**config.mk**
```make
export PLATFORM = sky130hd
export DESIGN_NAME = ccl_cell
export DESIGN_NICKNAME = d
export VERILOG_FILES = /design/src/design/ccl_pkg.sv /design/src/design/ccl_cell.sv
export SDC_FILE = /design/constraint.sdc
export NUM_CORES = 1
export LEC_CHECK = 0
export BUFFER_PORTS_ARGS = -buffer_cell sky130_fd_sc_hd__buf_2
export CAP_MARGIN = 10
export CORE_MARGIN = 1.5
export CORE_UTILIZATION = 25
export DETAILED_ROUTE_END_ITERATION = 12
export PLACE_DENSITY_LB_ADDON = 0.2
export SLEW_MARGIN = 0
export SYNTH_ARGS = -nofsm -noshare
export SYNTH_HDL_FRONTEND = slang
export SYNTH_SLANG_ARGS = --single-unit
```
**constraint.sdc**
```tcl
create_clock -name clk -period 2.8 [get_ports clk]
set_input_delay 0.42 -clock clk [delete_from_list [all_inputs] [get_ports clk]]
set_output_delay 0.42 -clock clk [all_outputs]
set_load 0.005 [all_outputs]
```
**src/design/ccl_pkg.sv**
```systemverilog
`timescale 1ns / 1ps
// shared types and constants for the content checked lru slot cache
// no dependencies; imported by ccl_cell, content_checked_lru_slot_cache and the testbench
package ccl_pkg;

    localparam int CACHE_SLOTS_DEF = 32;
    localparam int ID_W            = 32;
    localparam int HASH_W          = 64;
    localparam int STAMP_W         = 64;
    localparam int SLOT_W          = 5;

    // request broadcast to every cell
    typedef struct packed {
        logic [ID_W-1:0]   id;
        logic [HASH_W-1:0] hash;
    } ccl_req_t;

    // write command broadcast to every cell, qualified by each cell's select
    typedef struct packed {
        logic               tag_we;
        logic               hash_we;
        logic               stamp_we;
        logic [STAMP_W-1:0] stamp;
    } ccl_wr_t;

    // per cell lookup status
    typedef struct packed {
        logic match;
        logic diff;
    } ccl_stat_t;

endpackage

```
**src/design/ccl_cell.sv**
```systemverilog
`timescale 1ns / 1ps
// one cache slot: tag, hash, stamp and valid bit, plus one stage of the
// oldest-stamp chain; depends on ccl_pkg
module ccl_cell #(
    parameter int INDEX = 0,
    parameter int IDX_W = 5
) (
    input  logic                         clk,
    input  logic                         rst_n,
    input  ccl_pkg::ccl_req_t            req,
    input  ccl_pkg::ccl_wr_t             wr,
    input  logic                         sel,
    input  logic [ccl_pkg::STAMP_W-1:0]  min_stamp_in,
    input  logic [IDX_W-1:0]             min_idx_in,
    output logic [ccl_pkg::STAMP_W-1:0]  min_stamp_out,
    output logic [IDX_W-1:0]             min_idx_out,
    output ccl_pkg::ccl_stat_t           stat
);
    import ccl_pkg::*;

    logic                valid_reg;
    logic [ID_W-1:0]     tag_reg;
    logic [HASH_W-1:0]   hash_reg;
    logic [STAMP_W-1:0]  stamp_reg;
    logic [STAMP_W-1:0]  min_stamp_reg;
    logic [IDX_W-1:0]    min_idx_reg;

    always_ff @(posedge clk or negedge rst_n)
    begin
        if (!rst_n)
        begin
            valid_reg <= 1'b0;
        end
        else if (sel && wr.tag_we)
        begin
            valid_reg <= 1'b1;
        end
    end

    always_ff @(posedge clk)
    begin
        if (sel && wr.tag_we)
        begin
            tag_reg <= req.id;
        end
        if (sel && wr.hash_we)
        begin
            hash_reg <= req.hash;
        end
        if (sel && wr.stamp_we)
        begin
            stamp_reg <= wr.stamp;
        end
        // strict compare keeps the lower index on equal stamps
        if (stamp_reg < min_stamp_in)
        begin
            min_stamp_reg <= stamp_reg;
            min_idx_reg   <= IDX_W'(INDEX);
        end
        else
        begin
            min_stamp_reg <= min_stamp_in;
            min_idx_reg   <= min_idx_in;
        end
    end

    assign min_stamp_out = min_stamp_reg;
    assign min_idx_out   = min_idx_reg;
    assign stat.match    = valid_reg && (tag_reg == req.id);
    assign stat.diff     = (hash_reg != req.hash);

endmodule

```
## After elaboration in Yosys (flattened, before gate mapping)

Cells that the tools add are included.

- Register bits: 230
- Bits in latches: 0
- Memory bits (writable): 0
- Bits in read-only memories: 0
- Input bits: 235
- Logic and storage cells: 14
- Memories kept: 0

- Add/subtract/negate cells: 0
- $mul: 0
- Div/mod/pow operators: 0
- $lt $le $gt $ge: 1
- Eq/ne operators: 2
- Shifts and indexed selects: 0
- Mux-type cells: 1
- Bitwise operators: 0
- Reduce and logical (&&, ||, !) cells: 4

Operator list:

| cell | count |
|---|---|
| 64-bit less-than comparator | 1 |
| 64-bit 2-to-1 mux | 1 |
| 64-bit != test | 1 |
| 32-bit == test | 1 |
| 1-bit logical AND | 4 |

## Depth between registers and ports, before layout

- Depth after elaboration: 2
- Depth in mapped cells: 11

## Least setup slack after synthesis

No wires, ideal clock.

- Kind: input port to flip-flop
- Start point: input port min_stamp_in[14] (netlist name)
- End point: register min_stamp_reg[58], in the netlist min_stamp_out[58]
- Data arrival time: 2.427 ns
- Required time: 2.677 ns
- Path slack: 0.250 ns
- Stages on the path: 11
- Path buffers: 2
- Path through: inv_1 ha_1 a21oi_1 a21boi_1 a2111oi_2 o211ai_1 o311ai_2 nand3_2 buf_6 buf_6 mux2_1

- Cells in the longest elaborated chain, start to end: 2

RTL lines:

| element | RTL line | RTL |
|---|---|---|
| start: declaration | ccl_cell.sv:13 | `input logic [ccl_pkg::STAMP_W-1:0] min_stamp_in,` |
| 64-bit less-than comparator | ccl_cell.sv:55 | `if (stamp_reg < min_stamp_in)` |
| 64-bit 2-to-1 mux | ccl_cell.sv:55 |  |
| end signal: assignment | ccl_cell.sv:57 | `min_stamp_reg <= stamp_reg;` |
| end signal: assignment | ccl_cell.sv:62 | `min_stamp_reg <= min_stamp_in;` |
| end: declaration | ccl_cell.sv:25 | `logic [STAMP_W-1:0] min_stamp_reg;` |

Every way passes these cells.
A chain may end at the register's enable or synchronous reset.

## Final worst setup path

- Start point: register stamp_reg[13]
- End point: register min_stamp_reg[61], in the netlist min_stamp_out[61]

- Cells in the longest elaborated chain, start to end: 2

RTL lines:

| element | RTL line | RTL |
|---|---|---|
| start: declaration | ccl_cell.sv:24 | `logic [STAMP_W-1:0] stamp_reg;` |
| start signal: assignment | ccl_cell.sv:52 | `stamp_reg <= wr.stamp;` |
| 64-bit less-than comparator | ccl_cell.sv:55 |  |
| 64-bit 2-to-1 mux | ccl_cell.sv:55 |  |

Every way passes these cells.

==> flow_results.xml <==
<?xml version="1.0" encoding="UTF-8"?>
<metrics>
  <group name="synthesis">
    <metric name="mappedNetlistArea" unit="µm²">9680</metric>
    <metric name="yosys-top-cells-area" unit="">sky130_fd_sc_hd__edfxtp_1 50%, sky130_fd_sc_hd__dfxtp_1 14%, sky130_fd_sc_hd__xnor2_1 8.3%</metric>
    <metric name="synth.top_cell.area_share" unit="">0.496</metric>
    <metric name="syn-num-nets" unit="">963</metric>
    <metric name="synth_cells" unit="">665</metric>
    <metric name="yosys_most_used_dff" unit="">sky130_fd_sc_hd__edfxtp_1</metric>
    <metric name="number_of_register_bits_inferred_by_synthesis" unit="">230</metric>
    <metric name="share_of_the_yosys_chip_area_belonging_to_registers" unit="">0.642</metric>
    <metric name="synth_top_cell_by_area" unit="">sky130_fd_sc_hd__edfxtp_1</metric>
    <metric name="synth.lib_cells_used.distinct" unit="">36</metric>
    <metric name="number_of_enable_type_register_cells_in_the_synthesized_netlist" unit="">160</metric>
    <metric name="yosysWarningCount" unit="">0</metric>
    <metric name="ys_async_sr_fraction" unit="">0.00435</metric>
    <metric name="postSynthAreaPerCell" unit="µm²">14.6</metric>
  </group>
  <group name="placement">
    <metric name="dp_slack" unit="ps">-137</metric>
    <metric name="placed_area" unit="µm²">12000</metric>
    <metric name="port-buffer-count" unit="">305</metric>
    <metric name="post-dp-hpwl" unit="mm">18.6</metric>
    <metric name="globalplace.congestion" unit="">0.739</metric>
  </group>
  <group name="final_layout">
    <metric name="drive_gt1_frac" unit="">0.428</metric>
    <metric name="syn2layout_area_growth" unit="%">36.3</metric>
    <metric name="post-route-cell-area" unit="µm²">13200</metric>
    <metric name="mostFrequentLayoutCells" unit="">305 x sky130_fd_sc_hd__buf_2, 160 x sky130_fd_sc_hd__edfxtp_1, 92 x sky130_fd_sc_hd__xnor2_1</metric>
    <metric name="layout.core_utilization" unit="">0.348</metric>
    <metric name="net_total_in_the_final_layout" unit="">1319</metric>
    <metric name="mostFrequentLayoutCell" unit="">sky130_fd_sc_hd__buf_2</metric>
  </group>
  <group name="die">
    <metric name="standard_cell_core_area" unit="µm²">37800</metric>
    <metric name="boundaryPins" unit="">306</metric>
    <metric name="die_w" unit="µm">200</metric>
    <metric name="die-area" unit="µm²">39900</metric>
    <metric name="fp-row-count" unit="">71</metric>
    <metric name="die_h" unit="µm">200</metric>
    <metric name="initial_utilization" unit="">0.256</metric>
  </group>
  <group name="route">
    <metric name="drt-pass1-iter-count" unit="">4</metric>
    <metric name="detail-route-antenna-nets" unit="">0</metric>
    <metric name="detail_route.drc_violations" unit="">0</metric>
    <metric name="starting_drt_drc_count" unit="">157</metric>
    <metric name="avgViaCountPerCell" unit="">4.04</metric>
    <metric name="vias" unit="">6306</metric>
    <metric name="route.detailed.wl_per_inst" unit="µm">16.0</metric>
    <metric name="detail_route.wirelength" unit="mm">24.9</metric>
  </group>
  <group name="critical_path">
    <metric name="setup.worst_path.class" unit="">reg2reg</metric>
    <metric name="worstReg2RegEnd" unit="">min_stamp_out[61]</metric>
    <metric name="startpoint_type" unit="">register</metric>
    <metric name="timing.reg2reg.worst_path_depth" unit="">10</metric>
    <metric name="startpoint" unit="">stamp_reg[13]</metric>
    <metric name="worst_ep_required_time" unit="ps">3240</metric>
    <metric name="cp-end-kind" unit="">register</metric>
    <metric name="timing.reg2reg.setup_slack" unit="ps">120</metric>
    <metric name="timing.rr.start" unit="">stamp_reg[13]</metric>
    <metric name="worstPathMaxFanout" unit="">4</metric>
    <metric name="timing.critical_path.arrival" unit="ps">3120</metric>
  </group>
  <group name="outcome">
    <metric name="outcome" unit="">finished clean</metric>
  </group>
  <group name="grt">
    <metric name="number_of_antenna_violations_at_the_first_check_in_global_routing" unit="">12</metric>
    <metric name="grt_pass1_wl" unit="mm">35.6</metric>
    <metric name="globalRouteOverflowTotal" unit="">0</metric>
    <metric name="maximum_number_of_pins_on_one_net_before_global_route_repair" unit="">65</metric>
    <metric name="grt_pass1_vias" unit="">6517</metric>
    <metric name="grt.total_usage" unit="">0.118</metric>
  </group>
  <group name="min_path">
    <metric name="min_path_cells" unit="">1</metric>
    <metric name="worst_hold_path.endpoint" unit="">stamp_reg[21]</metric>
    <metric name="timing.hold.worst.class" unit="">in2reg</metric>
    <metric name="hold_path_startpoint" unit="">wr[21]</metric>
  </group>
  <group name="timing">
    <metric name="fin_ws" unit="ps">120</metric>
    <metric name="setup_viol" unit="">0</metric>
    <metric name="timing.slew.headroom" unit="">0.639</metric>
    <metric name="period_minus_slack" unit="ps">2680</metric>
    <metric name="worst_pin_slew" unit="ps">541</metric>
    <metric name="final_slew_violations" unit="">0</metric>
    <metric name="final_min_period_over_clock_period" unit="">0.957</metric>
    <metric name="hold_viol_final" unit="">0</metric>
    <metric name="fmaxAchievable" unit="GHz">0.373</metric>
    <metric name="hold_ws" unit="ps">37.3</metric>
    <metric name="rsz0062_at_grt" unit="">true</metric>
    <metric name="worst_clock_skew" unit="ps">8.97</metric>
  </group>
  <group name="cts">
    <metric name="tritoncts" unit="">built</metric>
    <metric name="clock_tree.htree_level_count" unit="">1</metric>
    <metric name="clk_pin_slew" unit="ps">60</metric>
    <metric name="cts_bufs_inserted" unit="">29</metric>
    <metric name="clock_latency" unit="ps">550</metric>
    <metric name="root_buffer" unit="">sky130_fd_sc_hd__clkbuf_16</metric>
    <metric name="clock_path_buffers" unit="">3</metric>
    <metric name="cts_sinks" unit="">230</metric>
  </group>
  <group name="pwr">
    <metric name="power-per-cell-area" unit="nW/µm²">671</metric>
    <metric name="ir_drop" unit="mV">0.467</metric>
    <metric name="report.power.total" unit="W">0.00885</metric>
    <metric name="power.static_leakage" unit="nW">5.46</metric>
  </group>
  <group name="flow_run">
    <metric name="drv.max_cap_violation_count" unit="">0</metric>
  </group>
</metrics>
worst max-delay path, cell delays in order, from the launching register on:
cell	delay, ps
sky130_fd_sc_hd__edfxtp_1	390
sky130_fd_sc_hd__ha_1	310
sky130_fd_sc_hd__nand4_1	130
sky130_fd_sc_hd__nor3_1	100
sky130_fd_sc_hd__a2111oi_2	310
sky130_fd_sc_hd__o211ai_1	220
sky130_fd_sc_hd__o311ai_4	320
sky130_fd_sc_hd__buf_6	160
sky130_fd_sc_hd__nand3_4	140
sky130_fd_sc_hd__buf_4	180
sky130_fd_sc_hd__mux2_1	290
synthesized netlist by cell type, types with 2 or more instances:
cell type and count:
sky130_fd_sc_hd__and2_1 8, sky130_fd_sc_hd__mux2_1 5, sky130_fd_sc_hd__edfxtp_1 160, sky130_fd_sc_hd__a211oi_1 4, sky130_fd_sc_hd__nand2_1 14, sky130_fd_sc_hd__a22oi_1 2, sky130_fd_sc_hd__buf_6 2, sky130_fd_sc_hd__nor3_1 4
sky130_fd_sc_hd__buf_2 5, sky130_fd_sc_hd__mux2_2 59, sky130_fd_sc_hd__ha_1 63, sky130_fd_sc_hd__a21oi_1 22, sky130_fd_sc_hd__o21ai_0 13, sky130_fd_sc_hd__a21o_1 7, sky130_fd_sc_hd__dfxtp_1 69, sky130_fd_sc_hd__xnor2_1 92
sky130_fd_sc_hd__nand4_1 32, sky130_fd_sc_hd__inv_1 66, sky130_fd_sc_hd__nand3_1 3, sky130_fd_sc_hd__xor2_1 4, sky130_fd_sc_hd__o211ai_1 3, sky130_fd_sc_hd__and4_1 2, sky130_fd_sc_hd__nor2_1 6, sky130_fd_sc_hd__nor4_1 8
routing by layer:
layer / up-vias / part of all wire / GRT usage / wire length (µm)
li1: 3150 / - / - / -
met1: 2895 / 0.40 / 0.134 / 9990
met2: 206 / 0.47 / 0.196 / 11700
met3: 45 / 0.099 / 0.0514 / 2460
met4: 10 / 0.027 / 0.0409 / 680
met5: - / 0.0027 / 0 / 67
worst max-delay path by stage:
| stage | endpoint | slack [ps] |
|---|---|---|
| 2_1_floorplan | min_stamp_out[58] | 250 |
| 3_3_place_gp | min_stamp_out[40] | -150 |
| 3_5_place_dp | min_stamp_out[60] | -140 |
| 4_1_cts | stat[1] | 20 |
| 5_1_grt | min_stamp_out[61] | -30 |
| 6_report | min_stamp_out[61] | 120 |
where the power goes:
part	internal (W)	leakage, nW	switching [W]
sequential	0.00396	2.09	0.000107
clock	0.00211	0.434	0.00146
combinational	0.000663	2.94	0.000552
total	0.00673	5.46	0.00212
area by class of cell:
cell class / instances / area [µm²]
antenna: 8 / 20.0
clock buffer: 38 / 769
clock inverter: 15 / 130
fill: 3842 / 24700
inverter: 66 / 248
multi-input combinational: 363 / 3310
sequential: 230 / 6210
tap: 511 / 639
timing repair buffer: 331 / 1860
per-stage QoR:
step           setup TNS [ps]  std cells
6_report                    0       1562
5_1_grt                  -128       1558
4_1_cts                     0       1542
3_5_place_dp            -7520       1487
3_3_place_gp            -9120       1487
2_1_floorplan               0        665
timing repair:
item,in CTS,in global routing
endpoints found under the setup margin,3,68
buffers inserted,0,8
gates resized for setup,1,24
hold buffers,2,0
cloned,0,4
hold endpoints to repair,2,0
pin swaps,0,12
logic make-up after synthesis:
| group | synth area share |
|---|---|
| buf+inv | 0.0305 |
| compound gates | 0.0378 |
| fa+ha+maj | 0.0814 |
| simple gates | 0.0472 |
| xor+xnor | 0.0869 |
| flops | 0.642 |
| mux | 0.0745 |
No activity file was read; power rests on OpenSTA's default activity.
